`config.mk`:
```
export PLATFORM = sky130hd
export DESIGN_NAME = linked_array_multimap
export DESIGN_NICKNAME = d
export VERILOG_FILES = /design/src/hw/rtl/lamm_pkg.sv /design/src/hw/rtl/linked_array_multimap.sv /design/src/hw/rtl/lamm_store.sv /design/src/hw/rtl/lamm_ctrl.sv
export SDC_FILE = /design/constraint.sdc
export NUM_CORES = 2
export LEC_CHECK = 0
export BUFFER_PORTS_ARGS = -buffer_cell sky130_fd_sc_hd__buf_2
export CORE_MARGIN = 2
export CORE_UTILIZATION = 40
export CTS_CLUSTER_SIZE = 8
export DETAILED_ROUTE_END_ITERATION = 7
export SKIP_LAST_GASP = 1
export SYNTH_ARGS = -nofsm -noshare
export SYNTH_HDL_FRONTEND = slang
export SYNTH_MEMORY_MAX_BITS = 65536
export SYNTH_SLANG_ARGS = --single-unit
```
`constraint.sdc`:
```
create_clock -name clk -period 6.3 [get_ports clk]
set_clock_uncertainty 0.2 [all_clocks]
set_input_delay 0.945 -clock clk [delete_from_list [all_inputs] [get_ports clk]]
set_output_delay 0.945 -clock clk [all_outputs]
set_load 0.05 [all_outputs]
```
`src/hw/rtl/lamm_pkg.sv`:
```
// shared types, constants and codes for the linked array multimap
`default_nettype none

package lamm_pkg;

	localparam int CAPACITY_DEF = 64;
	localparam int LINK_W       = 7;
	localparam int DATA_W       = 32;
	localparam int CNT_W        = 7;

	typedef logic [LINK_W-1:0] link_t;
	typedef logic [DATA_W-1:0] data_t;
	typedef logic [CNT_W-1:0]  cnt_t;

	// all-ones link code ends a chain
	localparam link_t LINK_NULL = '1;

	typedef enum logic [1:0] {
		REQ_ADD    = 2'd0,
		REQ_REMOVE = 2'd1,
		REQ_SEARCH = 2'd2
	} req_t;

	typedef enum logic [1:0] {
		STAT_OK   = 2'd0,
		STAT_MISS = 2'd1,
		STAT_FULL = 2'd2
	} status_t;

	typedef enum logic [2:0] {
		ST_IDLE,
		ST_ADD_LINK,
		ST_ADD_WALK,
		ST_REM_WALK,
		ST_REM_FREE,
		ST_SRCH_WALK,
		ST_EMIT
	} state_t;

	// sequencer to slot store
	typedef struct packed {
		logic  rd_en;
		link_t rd_addr;
		logic  kv_we;
		link_t kv_addr;
		data_t kv_key;
		data_t kv_value;
		logic  link_we;
		link_t link_addr;
		link_t link_data;
	} mem_req_t;

	// registered read data of one slot
	typedef struct packed {
		data_t key;
		data_t value;
		link_t link;
	} mem_rsp_t;

	// result offered to the output register
	typedef struct packed {
		logic    valid;
		status_t status;
		data_t   found_value;
		logic    last;
	} res_t;

endpackage

`default_nettype wire

```
`src/hw/rtl/linked_array_multimap.sv`:
```
// top level of the linked array multimap: sequencer, slot store and result register
// add takes a slot off the free list, then walks the list to its tail; remove walks
//   entries until a match, then frees that slot; search walks every entry; a full add,
//   unused code or empty map goes straight to the result; all wait on result stalls
// throughput: one request at a time, one list entry per cycle from the single read port
//   of the link memory, while no search result stalls
// reset: empty map, free list chained in slot order, no result pending
`default_nettype none

module linked_array_multimap #(
	parameter int CAPACITY = lamm_pkg::CAPACITY_DEF
) (
	input  wire logic                  clk,
	input  wire logic                  arst_n,
	input  wire logic                  req_valid,
	output logic                       req_ready,
	input  wire logic [1:0]            req_type,
	input  wire logic signed [31:0]    key,
	input  wire logic signed [31:0]    value,
	output logic                       res_valid,
	input  wire logic                  res_ready,
	output logic [1:0]                 status,
	output logic signed [31:0]         found_value,
	output logic                       last,
	output logic [6:0]                 entry_count,
	output logic                       empty_res
);

	lamm_pkg::mem_req_t mem_req;
	lamm_pkg::mem_rsp_t mem_rsp;
	lamm_pkg::res_t     push;
	lamm_pkg::cnt_t     count;
	logic               push_ok;

	logic               res_valid_q;
	logic [1:0]         status_q;
	logic signed [31:0] found_value_q;
	logic               last_q;
	logic [6:0]         entry_count_q;
	logic               empty_q;

	lamm_ctrl #(
		.CAPACITY(CAPACITY)
	) u_ctrl (
		.clk       (clk),
		.arst_n    (arst_n),
		.req_valid (req_valid),
		.req_ready (req_ready),
		.req_type  (req_type),
		.key       (key),
		.value     (value),
		.mem_req   (mem_req),
		.mem_rsp   (mem_rsp),
		.push      (push),
		.push_ok   (push_ok),
		.count     (count)
	);

	lamm_store #(
		.CAPACITY(CAPACITY)
	) u_store (
		.clk    (clk),
		.arst_n (arst_n),
		.req    (mem_req),
		.rsp    (mem_rsp)
	);

	// result register frees when empty or being taken
	assign push_ok = !res_valid_q || res_ready;

	always_ff @(posedge clk or negedge arst_n) begin
		if (!arst_n) begin
			res_valid_q <= 1'b0;
		end else if (push.valid && push_ok) begin
			res_valid_q <= 1'b1;
		end else if (res_ready) begin
			res_valid_q <= 1'b0;
		end
	end

	always_ff @(posedge clk) begin
		if (push.valid && push_ok) begin
			status_q      <= push.status;
			found_value_q <= push.found_value;
			last_q        <= push.last;
			entry_count_q <= count;
			empty_q       <= (count == '0);
		end
	end

	assign res_valid   = res_valid_q;
	assign status      = status_q;
	assign found_value = found_value_q;
	assign last        = last_q;
	assign entry_count = entry_count_q;
	assign empty_res   = empty_q;

endmodule

`default_nettype wire

```
`src/hw/rtl/lamm_store.sv`:
```
// slot store: key, value and link memories with one read and one write port each
`default_nettype none

module lamm_store #(
	parameter int CAPACITY = lamm_pkg::CAPACITY_DEF
) (
	input  wire logic               clk,
	input  wire logic               arst_n,
	input  wire lamm_pkg::mem_req_t req,
	output lamm_pkg::mem_rsp_t      rsp
);

	localparam int AW = (CAPACITY > 1) ? $clog2(CAPACITY) : 1;
	localparam logic [AW:0] CAP_C = (AW+1)'(CAPACITY);

	lamm_pkg::data_t key_mem   [CAPACITY];
	lamm_pkg::data_t value_mem [CAPACITY];
	lamm_pkg::link_t link_mem  [CAPACITY];

	logic [CAPACITY-1:0] link_vld_q;
	lamm_pkg::data_t     rd_key_q;
	lamm_pkg::data_t     rd_value_q;
	lamm_pkg::link_t     rd_link_q;
	logic                rd_vld_q;
	logic [AW-1:0]       rd_addr_q;
	logic [AW:0]         nxt_slot;
	lamm_pkg::link_t     dflt_link;

	always_ff @(posedge clk) begin
		if (req.kv_we) begin
			key_mem[req.kv_addr[AW-1:0]]   <= req.kv_key;
			value_mem[req.kv_addr[AW-1:0]] <= req.kv_value;
		end
		if (req.link_we) begin
			link_mem[req.link_addr[AW-1:0]] <= req.link_data;
		end
		if (req.rd_en) begin
			rd_key_q   <= key_mem[req.rd_addr[AW-1:0]];
			rd_value_q <= value_mem[req.rd_addr[AW-1:0]];
			rd_link_q  <= link_mem[req.rd_addr[AW-1:0]];
			rd_vld_q   <= link_vld_q[req.rd_addr[AW-1:0]];
			rd_addr_q  <= req.rd_addr[AW-1:0];
		end
	end

	// links never written read as the chained free list of reset
	always_ff @(posedge clk or negedge arst_n) begin
		if (!arst_n) begin
			link_vld_q <= '0;
		end else if (req.link_we) begin
			link_vld_q[req.link_addr[AW-1:0]] <= 1'b1;
		end
	end

	always_comb begin
		nxt_slot  = {1'b0, rd_addr_q} + (AW+1)'(1);
		dflt_link = (nxt_slot < CAP_C) ? lamm_pkg::LINK_W'(nxt_slot) : lamm_pkg::LINK_NULL;
		rsp.key   = rd_key_q;
		rsp.value = rd_value_q;
		rsp.link  = rd_vld_q ? rd_link_q : dflt_link;
	end

endmodule

`default_nettype wire

```
`src/hw/rtl/lamm_ctrl.sv`:
```
// sequencer: walks a slot a cycle unless results stall; shared key/value comparator
`default_nettype none

module lamm_ctrl #(
	parameter int CAPACITY = lamm_pkg::CAPACITY_DEF
) (
	input  wire logic               clk,
	input  wire logic               arst_n,
	input  wire logic               req_valid,
	output logic                    req_ready,
	input  wire logic [1:0]         req_type,
	input  wire lamm_pkg::data_t    key,
	input  wire lamm_pkg::data_t    value,
	output lamm_pkg::mem_req_t      mem_req,
	input  wire lamm_pkg::mem_rsp_t mem_rsp,
	output lamm_pkg::res_t          push,
	input  wire logic               push_ok,
	output lamm_pkg::cnt_t          count
);

	localparam int AW = (CAPACITY > 1) ? $clog2(CAPACITY) : 1;
	localparam lamm_pkg::link_t LINK_CAP = lamm_pkg::LINK_W'(CAPACITY);
	localparam lamm_pkg::cnt_t  CNT_CAP  = lamm_pkg::CNT_W'(CAPACITY);
	localparam logic [AW-1:0]   LAST_STEP = AW'(CAPACITY - 1);

	lamm_pkg::state_t  state_q, state_d;
	lamm_pkg::data_t   key_q, key_d;
	lamm_pkg::data_t   val_q, val_d;
	lamm_pkg::link_t   list_head_q, list_head_d;
	lamm_pkg::link_t   free_head_q, free_head_d;
	lamm_pkg::cnt_t    count_q, count_d;
	lamm_pkg::link_t   cur_q, cur_d;
	lamm_pkg::link_t   prev_q, prev_d;
	lamm_pkg::link_t   slot_q, slot_d;
	logic [AW-1:0]     steps_q, steps_d;
	logic              hit_q, hit_d;
	lamm_pkg::data_t   pend_q, pend_d;
	lamm_pkg::status_t res_status_q, res_status_d;
	lamm_pkg::data_t   res_val_q, res_val_d;

	logic key_eq;
	logic pair_eq;
	logic link_end;
	logic walk_done;
	logic stall;

	function automatic logic is_slot(input lamm_pkg::link_t p);
		return p < LINK_CAP;
	endfunction

	assign count = count_q;

	// the one comparator shared by the remove and search walks
	assign key_eq    = (mem_rsp.key == key_q);
	assign pair_eq   = key_eq && (mem_rsp.value == val_q);
	assign link_end  = !is_slot(mem_rsp.link);
	assign walk_done = link_end || (steps_q == LAST_STEP);

	always_ff @(posedge clk or negedge arst_n) begin
		if (!arst_n) begin
			state_q     <= lamm_pkg::ST_IDLE;
			list_head_q <= lamm_pkg::LINK_NULL;
			free_head_q <= '0;
			count_q     <= '0;
			hit_q       <= 1'b0;
		end else begin
			state_q     <= state_d;
			list_head_q <= list_head_d;
			free_head_q <= free_head_d;
			count_q     <= count_d;
			hit_q       <= hit_d;
		end
	end

	always_ff @(posedge clk) begin
		key_q        <= key_d;
		val_q        <= val_d;
		cur_q        <= cur_d;
		prev_q       <= prev_d;
		slot_q       <= slot_d;
		steps_q      <= steps_d;
		pend_q       <= pend_d;
		res_status_q <= res_status_d;
		res_val_q    <= res_val_d;
	end

	always_comb begin
		state_d      = state_q;
		key_d        = key_q;
		val_d        = val_q;
		list_head_d  = list_head_q;
		free_head_d  = free_head_q;
		count_d      = count_q;
		cur_d        = cur_q;
		prev_d       = prev_q;
		slot_d       = slot_q;
		steps_d      = steps_q;
		hit_d        = hit_q;
		pend_d       = pend_q;
		res_status_d = res_status_q;
		res_val_d    = res_val_q;
		req_ready    = 1'b0;
		mem_req      = '0;
		mem_req.kv_key   = key_q;
		mem_req.kv_value = val_q;
		push         = '0;
		stall        = 1'b0;

		case (state_q)
			lamm_pkg::ST_IDLE: begin
				req_ready = 1'b1;
				if (req_valid) begin
					key_d     = key;
					val_d     = value;
					steps_d   = '0;
					res_val_d = '0;
					case (req_type)
						lamm_pkg::REQ_ADD: begin
							if (count_q >= CNT_CAP || !is_slot(free_head_q)) begin
								res_status_d = lamm_pkg::STAT_FULL;
								state_d      = lamm_pkg::ST_EMIT;
							end else begin
								mem_req.rd_en   = 1'b1;
								mem_req.rd_addr = free_head_q;
								slot_d          = free_head_q;
								state_d         = lamm_pkg::ST_ADD_LINK;
							end
						end
						lamm_pkg::REQ_REMOVE: begin
							if (!is_slot(list_head_q)) begin
								res_status_d = lamm_pkg::STAT_MISS;
								state_d      = lamm_pkg::ST_EMIT;
							end else begin
								mem_req.rd_en   = 1'b1;
								mem_req.rd_addr = list_head_q;
								cur_d           = list_head_q;
								prev_d          = lamm_pkg::LINK_NULL;
								state_d         = lamm_pkg::ST_REM_WALK;
							end
						end
						lamm_pkg::REQ_SEARCH: begin
							if (!is_slot(list_head_q)) begin
								res_status_d = lamm_pkg::STAT_MISS;
								state_d      = lamm_pkg::ST_EMIT;
							end else begin
								mem_req.rd_en   = 1'b1;
								mem_req.rd_addr = list_head_q;
								hit_d           = 1'b0;
								state_d         = lamm_pkg::ST_SRCH_WALK;
							end
						end
						default: begin
							res_status_d = lamm_pkg::STAT_MISS;
							state_d      = lamm_pkg::ST_EMIT;
						end
					endcase
				end
			end

			lamm_pkg::ST_ADD_LINK: begin
				// take the slot off the free list and fill it
				free_head_d       = mem_rsp.link;
				mem_req.kv_we     = 1'b1;
				mem_req.kv_addr   = slot_q;
				mem_req.link_we   = 1'b1;
				mem_req.link_addr = slot_q;
				mem_req.link_data = lamm_pkg::LINK_NULL;
				if (!is_slot(list_head_q)) begin
					list_head_d  = slot_q;
					count_d      = count_q + lamm_pkg::CNT_W'(1);
					res_status_d = lamm_pkg::STAT_OK;
					state_d      = lamm_pkg::ST_EMIT;
				end else begin
					mem_req.rd_en   = 1'b1;
					mem_req.rd_addr = list_head_q;
					cur_d           = list_head_q;
					state_d         = lamm_pkg::ST_ADD_WALK;
				end
			end

			lamm_pkg::ST_ADD_WALK: begin
				if (walk_done) begin
					// walk ends at the tail, or at the step bound on the slot the last read links to
					mem_req.link_we   = 1'b1;
					mem_req.link_addr = link_end ? cur_q : mem_rsp.link;
					mem_req.link_data = slot_q;
					count_d           = count_q + lamm_pkg::CNT_W'(1);
					res_status_d      = lamm_pkg::STAT_OK;
					state_d           = lamm_pkg::ST_EMIT;
				end else begin
					mem_req.rd_en   = 1'b1;
					mem_req.rd_addr = mem_rsp.link;
					cur_d           = mem_rsp.link;
					steps_d         = steps_q + AW'(1);
				end
			end

			lamm_pkg::ST_REM_WALK: begin
				if (pair_eq) begin
					if (is_slot(prev_q)) begin
						mem_req.link_we   = 1'b1;
						mem_req.link_addr = prev_q;
						mem_req.link_data = mem_rsp.link;
					end else begin
						list_head_d = mem_rsp.link;
					end
					state_d = lamm_pkg::ST_REM_FREE;
				end else if (walk_done) begin
					res_status_d = lamm_pkg::STAT_MISS;
					state_d      = lamm_pkg::ST_EMIT;
				end else begin
					mem_req.rd_en   = 1'b1;
					mem_req.rd_addr = mem_rsp.link;
					prev_d          = cur_q;
					cur_d           = mem_rsp.link;
					steps_d         = steps_q + AW'(1);
				end
			end

			lamm_pkg::ST_REM_FREE: begin
				mem_req.link_we   = 1'b1;
				mem_req.link_addr = cur_q;
				mem_req.link_data = free_head_q;
				free_head_d       = cur_q;
				if (count_q != '0) begin
					count_d = count_q - lamm_pkg::CNT_W'(1);
				end
				res_status_d = lamm_pkg::STAT_OK;
				state_d      = lamm_pkg::ST_EMIT;
			end

			lamm_pkg::ST_SRCH_WALK: begin
				// a hit is held back until the next one shows whether it is the last
				if (key_eq && hit_q) begin
					push.valid       = 1'b1;
					push.status      = lamm_pkg::STAT_OK;
					push.found_value = pend_q;
					push.last        = 1'b0;
					stall            = !push_ok;
				end
				if (!stall) begin
					if (key_eq) begin
						pend_d = mem_rsp.value;
						hit_d  = 1'b1;
					end
					if (walk_done) begin
						res_status_d = (key_eq || hit_q) ? lamm_pkg::STAT_OK : lamm_pkg::STAT_MISS;
						res_val_d    = key_eq ? mem_rsp.value : (hit_q ? pend_q : '0);
						state_d      = lamm_pkg::ST_EMIT;
					end else begin
						mem_req.rd_en   = 1'b1;
						mem_req.rd_addr = mem_rsp.link;
						steps_d         = steps_q + AW'(1);
					end
				end
			end

			lamm_pkg::ST_EMIT: begin
				push.valid       = 1'b1;
				push.status      = res_status_q;
				push.found_value = res_val_q;
				push.last        = 1'b1;
				if (push_ok) begin
					state_d = lamm_pkg::ST_IDLE;
				end
			end

			default: begin
				state_d = lamm_pkg::ST_IDLE;
			end
		endcase
	end

	a_count_bound: assert property (@(posedge clk) disable iff (!arst_n)
		count_q <= CNT_CAP)
		else $error("pair count above capacity");

	// the count is updated in the cycle after the head while a slot is being freed
	a_head_vs_count: assert property (@(posedge clk) disable iff (!arst_n)
		(state_q != lamm_pkg::ST_REM_FREE) |->
		((count_q == '0) == (list_head_q >= LINK_CAP)))
		else $error("list head disagrees with pair count");

	a_full_no_free: assert property (@(posedge clk) disable iff (!arst_n)
		(count_q == CNT_CAP) |-> (free_head_q >= LINK_CAP))
		else $error("free list not empty on a full map");

	a_busy_after_req: assert property (@(posedge clk) disable iff (!arst_n)
		(req_valid && req_ready) |=> (state_q != lamm_pkg::ST_IDLE))
		else $error("request accepted without leaving idle");

endmodule

`default_nettype wire

```
# ---- Word-level counts from Yosys, hierarchy flattened
# Memories as Yosys holds them, arrays and structs flattened. A register that Yosys moved wholly into a read port is not among the register bits.
# Cells that the tools add are included.
dict set report totals {
  reg_bits 297
  latchBits 0
  ramBits 4544
  mem_bits_ro 0
  inputBits 70
  out_inout_bits 45
  word_cells 201
  mem_count 3
}
# name depth word_bits rd rd_ports_with_merged_regs wr line
set mem_list {}
lappend mem_list {u_store.key_mem 64 32 1 1 1 lamm_store.sv:16} ;# lamm_pkg::data_t key_mem [CAPACITY];
lappend mem_list {u_store.value_mem 64 32 1 1 1 lamm_store.sv:17} ;# lamm_pkg::data_t value_mem [CAPACITY];
lappend mem_list {u_store.link_mem 64 7 1 1 1 lamm_store.sv:18} ;# lamm_pkg::link_t link_mem [CAPACITY];
dict set report classes {
  n_addsub 4
  mul 0
  div_mod_pow 0
  n_lt_le_gt_ge 9
  eq_ne 29
  n_shift 0
  muxes 92
  bitwise_logic 3
  n_reduce_logical 38
}
# cell count
set op_table {}
lappend op_table {{2-to-1 mux 32 bit} 5}
lappend op_table {{2-to-1 mux 7 bit} 19}
lappend op_table {{case mux 36 bit (2 select lines)} 1}
lappend op_table {{equality test 32 bit} 2}
lappend op_table {{OR 64 bit} 1}
lappend op_table {{case mux 32 bit (2 select lines)} 1}
lappend op_table {{case mux 15 bit (4 select lines)} 1}
lappend op_table {{2-to-1 mux 8 bit} 7}
lappend op_table {{2-to-1 mux 15 bit} 3}
lappend op_table {{case mux 7 bit (2 select lines)} 3}
lappend op_table {{case mux 8 bit (5 select lines)} 1}
lappend op_table {{2-to-1 mux 36 bit} 1}
lappend op_table {{< comparator 7 bit (second input constant)} 5}
lappend op_table {{case mux 7 bit (4 select lines)} 1}
lappend op_table {{2-to-1 mux 3 bit} 8}
lappend op_table {{2-to-1 mux 6 bit} 4}
lappend op_table {{case mux 6 bit (4 select lines)} 1}
lappend op_table {{AND reduction 4 bit} 6}
lappend op_table {{case mux 3 bit (7 select lines)} 1}
lappend op_table {{case mux 7 bit (3 select lines)} 1}
lappend op_table {{2-to-1 mux 2 bit} 10}
lappend op_table {{!= test 2 bit (second input constant)} 9}
lappend op_table {{2-to-1 mux 1 bit} 17}
lappend op_table {{case mux 8 bit (2 select lines)} 1}
lappend op_table {{other kinds (39)} 66}

# ---- Depth between registers and ports, before layout
dict set report logic_depth {
  ltp_word 14
  ltp_mapped 18
  mapped_depth_nobuf 13
}

# ---- Cells and area by module
# From an unflattened synthesis, not the netlist that was laid out.
dict set report hier_totals {
  cells_unflattened 8222
  hier_area_um2 186716.6
}
# module instances cells_per_inst area_per_inst_um2 seq_area_each_um2
set by_module_without_submodules {}
lappend by_module_without_submodules {lamm_store 1 7507 176649.4 140394.6}
lappend by_module_without_submodules {lamm_ctrl 1 666 8708.4 5348.9}
lappend by_module_without_submodules {linked_array_multimap 1 49 1358.8 1316.3}

# ---- Worst setup path after synthesis
# No wires, ideal clock.
dict set report synth_timing {
  path_type {register to register}
  startpoint {reg u_ctrl.val_q[24]}
  endpoint {mem u_store.link_mem[0][2] (netlist bit) (data pin)}
  setup_ns 0.702
  arrival_ns 5.225
  required_time_ns 5.398
  path_slack_ns 0.173
  stages_incl_launch_ff 8
  n_path_buf 0
  synth_period_minus_slack_ns 6.127
  path_cell_list {edfxtp_1 xor2_1 nor4_1 nand4_1 nor4_1 nand2_1 or2_0 o21ai_0}
}
# item line
set synth_rtl {}
lappend synth_rtl {{from (decl)} lamm_ctrl.sv:28} ;# lamm_pkg::data_t val_q, val_d;
lappend synth_rtl {{from (signal assigned)} lamm_ctrl.sv:77} ;# val_q <= val_d;
lappend synth_rtl {{to (decl)} lamm_store.sv:18}

# ---- Worst setup path in the final report
dict set report layout_timing {
  startpoint {reg u_ctrl.key_q[13]}
  endpoint {reg u_store.rd_value_q[7] (read register of u_store.value_mem) (data pin)}
}
dict set report layout_between {
  elab_chain_len 6
}
# item line
set layout_rtl {}
lappend layout_rtl {{from (decl)} lamm_ctrl.sv:27} ;# lamm_pkg::data_t key_q, key_d;
lappend layout_rtl {{from (signal assigned)} lamm_ctrl.sv:76} ;# key_q <= key_d;
lappend layout_rtl {{equality test 32 bit (*)} lamm_ctrl.sv:54} ;# assign key_eq = (mem_rsp.key == key_q);
lappend layout_rtl {{logical AND 1 bit} lamm_ctrl.sv:234} ;# if (key_eq && hit_q) begin
lappend layout_rtl {{2-to-1 mux 1 bit} lamm_ctrl.sv:234}
lappend layout_rtl {{2-to-1 mux 1 bit} lamm_ctrl.sv:109} ;# case (state_q)
lappend layout_rtl {{2-to-1 mux 8 bit} lamm_ctrl.sv:241} ;# if (!stall) begin
lappend layout_rtl {{case mux 8 bit (5 select lines) (*)} lamm_ctrl.sv:109}
lappend layout_rtl {{to (decl)} lamm_store.sv:22} ;# lamm_pkg::data_t rd_value_q;
# Every way passes the cells marked *; elsewhere a longest branch is shown, timed or not. The select of a mux whose other input is x is not followed.
# A chain may end at the register's enable or synchronous reset.

==> metrics.cfg <==
[status]
status=finished with violations
violations=setup timing

[timing]
fmax_mhz=157.0
hold_viol=0
layout_min_cycle_time_ns=6.368
drv_slew=0
finalSetupViolations=1
layout_worst_path_cycle_share_pct=101.1
rsz0062_at_grt=false
worst_slew_margin_rel_pct=8.676
final.setup.worst_slack_ns=-0.06751
worst_slew_pin_slew_ns=1.357

[power_and_ir_drop]
irDropWorstVdd_mv=0.5135
p_total_mw=109.2
pwr_density_cell_mw_per_mm2=488.5
leakagePower_nw=71.44

[yosys]
synth_edf_count=4822
synth_flop_cell=edfxtp_1
seq_area_frac_synth_pct=77.37
async_flop_share_pct=1.832
synth_nets=9778
yosys_warnings=0
ys_ff_latch=4912
ys_types=74
netlist_area_sq_mm=0.1901
synthCells=9696
syn_avg_cell_area_sq_um=19.60

[cts]
post-cts-setup-buffers=0
clk_latency_ns=1.10
cts_tree=yes
clkTransAtPathRegs_ns=0.05
numCtsBuffers=686
cts_sinks=4912
clockBufferDepth=4
hold_buffers=57
cts-root-buf=clkbuf_16
ctsHtreeMaxLevel=6
cts_resized=0

[drt]
vias=109300
wl_mm=632.3
route.detailed.drc=0
firstDrtPassIters=7
postRouteAntennaNets=0
wl_per_cell_um=37.02
drt_iter0_markers=17400
via_per_inst=6.399

[setup_path]
cp_max_fo=24
critPathRequiredTime_ns=6.91
setup.worst_path.end_class=register
cpPeakStageDelay_ns=1.16
crit_slowest_cell=nor4_1
r2r_slack_ns=-0.07
worstRegToRegCells=15
rr_startpoint=u_ctrl.key_q[13]$_DFFE_PP_
critPathKind=reg -> reg
path_common_cell=buf_12
startpoint_type=register
r2r_end=u_store.rd_value_q[7]$_DFFE_PP_
cp.arrival_ns=6.97
critical_path.cell_chain=xor2_1 -> nor4_1 -> buf_4 -> and4_1 -> a21oi_1 -> buf_4 -> o31ai_4 -> buf_12 -> buf_12 -> buf_12 -> mux4_2 -> nand2_1 -> nand3_1 -> a211oi_1 -> nor3_1

[layout]
register_area_sq_mm=0.1471
instances_no_fill=17080
fillers=38380
multiInputGateArea_sq_mm=0.04068
syn_to_final_growth_pct=17.64
nNetsFinal=10740
post-route-util_pct=47.19
final_cell_area_sq_mm=0.2236
drive_gt1_share_pct=24.78

[floorplanning]
initial_core_util_pct=40.11
core-area_sq_mm=0.4739
std_cell_rows=253
dieArea_sq_mm=0.4807
die_h_um=693.3
die_w_um=693.3
ios=115

[grt]
grt_usage_pct=25.71
grt_pass1_wl_mm=861.5
antenna_found_initial=44
grt-ovfl-total=0
grt_pass1_vias=107100
grt_max_degree=119

[placement]
io_buffers=114
place_area_sq_mm=0.2044
pre_cts_slack_ns=0.2760
post-place-cells=16160
place_congestion=0.8325
dp_hpwl_mm=339.3

[worst_hold_path]
hold_class=in -> reg
whs_endpoint=u_ctrl.key_q[24]$_DFFE_PP_
min_delay_path_depth=1
min_from=key[24]

[flow_run]
drv_cap=0

[power breakdown]
part           total (mW)  internal [mW]  switching (mW)
sequential           39.7           38.5            1.13
combinational        36.6           14.4            22.3
clock                32.9           19.6            13.3
[layout make-up]
cell class	instances	area share [%]
sequential	4912	65.76
multi-input combinational	4073	18.19
clock buffer	797	7.939
timing repair buffer	891	4.046
tap	6247	3.495
clock inverter	52	0.3777
inverter	94	0.1679
antenna	15	0.01679
[metrics by stage]
stage               hold slack, ns  setup TNS [ns]
floorplan                   0.2337               0
global placement            0.2445         -675.31
detailed placement          0.2471               0
CTS                       0.003427               0
global route               0.02839               0
finish                     0.03905        -0.06751
[worst max-delay path, delay by kind of cell (launching register included)]
family / cells / cell delay [ns]
AOI/OAI and AO/OA: 3 / 1.28
xor gates and xnor gates: 1 / 0.30
buffers and inverters: 5 / 1.16
DFF: 1 / 0.54
muxes: 1 / 0.53
and+or+nand+nor: 5 / 2.04
[sequential cells by signal, indices dropped and copies added (netlist names), 32 cells and up]
signal and flops:
u_store.key_mem 2048, u_store.value_mem 2048, u_store.link_mem 448, u_store.link_vld_q 64, found_value 32, u_ctrl.key_q 32
u_ctrl.pend_q 32, u_ctrl.res_val_q 32, u_ctrl.val_q 32, u_store.rd_key_q 32, u_store.rd_value_q 32
[cells in the mapped netlist (12+ instances only)]
library cell | number | area (sq um)
nor2b_1 | 34 | 212.7
dfrtp_1 | 83 | 2077
a32oi_1 | 49 | 429.2
o2111ai_1 | 14 | 122.6
and3_1 | 44 | 275.3
nor2_1 | 210 | 788.3
o211ai_1 | 39 | 292.8
mux2i_1 | 18 | 180.2
nor3_1 | 28 | 140.1
clkbuf_1 | 304 | 1141
o21ai_0 | 182 | 910.9
o221ai_1 | 59 | 516.8
or2_2 | 65 | 406.6
a21oi_1 | 431 | 2157
buf_1 | 73 | 274.0
a32o_1 | 28 | 280.3
inv_1 | 88 | 330.3
a221oi_1 | 200 | 1752
a221o_1 | 42 | 420.4
nor4_1 | 20 | 125.1
o31ai_1 | 28 | 210.2
xor2_1 | 71 | 621.9
a22o_1 | 121 | 1060
a311o_1 | 12 | 120.1
buf_2 | 197 | 986.0
a211oi_1 | 232 | 1742
nand2_1 | 620 | 2327
nor4b_1 | 25 | 219.0
buf_6 | 20 | 225.2
a22oi_1 | 248 | 1862
buf_4 | 23 | 172.7
nand4_1 | 36 | 225.2
a31oi_1 | 39 | 244.0
edfxtp_1 | 4822 | 144800
or3_1 | 16 | 100.1
nand3_1 | 162 | 810.8
mux4_2 | 911 | 20520
[metal layers]
| metal | routed length (um) | global-route usage (%) | share of wire, % | vias up |
|---|---|---|---|---|
| met5 | 103 | 0 | 0.016 | - |
| met4 | 31120 | 11.50 | 4.9 | 14 |
| met3 | 74860 | 6.366 | 12 | 1433 |
| met2 | 291600 | 40.04 | 46 | 7647 |
| met1 | 234600 | 34.33 | 37 | 58030 |
| li1 | - | - | - | 42190 |
[logic make-up (layout without fill, tap and decap cells)]
group                    Yosys count  after routing  synth area share (%)
multiplexers                     932            932                 10.91
AND/OR/NAND/NOR                 1295           1295                 3.106
AO/OA/AOI/OAI                   1757           1757                 6.524
buffers and inverters            711           1834                 1.658
adder cells (fa/ha/maj)           12             12               0.08294
XOR/XNOR                          77             77                0.3548
flip-flops                      4912           4912                 77.37
other                              0             15                     0
[worst max path at each step]
stage | from | to | slack [ns]
finish | u_ctrl.key_q[13]$_DFFE_PP_ | u_store.rd_value_q[7]$_DFFE_PP_ | -0.07
detailed placement | req_type[0] | u_store.rd_value_q[7]$_DFFE_PP_ | 0.28
CTS | u_ctrl.key_q[13]$_DFFE_PP_ | u_store.rd_key_q[27]$_DFFE_PP_ | 0.25
global placement | u_ctrl.key_q[7]$_DFFE_PP_ | u_store.rd_value_q[7]$_DFFE_PP_ | -1.26
global route | u_ctrl.key_q[13]$_DFFE_PP_ | u_store.rd_value_q[7]$_DFFE_PP_ | 0.08
floorplan | u_ctrl.val_q[24]$_DFFE_PP_ | u_store.link_mem[0][2]$_DFFE_PP_ | 0.17
[cell usage in the layout, fill, tap and decap left out, drive strengths merged, types with 58 or more instances in the layout]
cell / instances
a21oi: 432
dfrtp: 83
nor2: 210
edfxtp: 4822
dlygate4sd3: 58
a221oi: 200
nand3: 162
mux4: 911
a211oi: 232
clkbuf: 797
inv: 112
a22o: 121
or2: 66
xor2: 71
nand2: 620
buf: 833
a22oi: 249
o221ai: 59
o21ai: 183
Power figures use the tool's default switching activity.
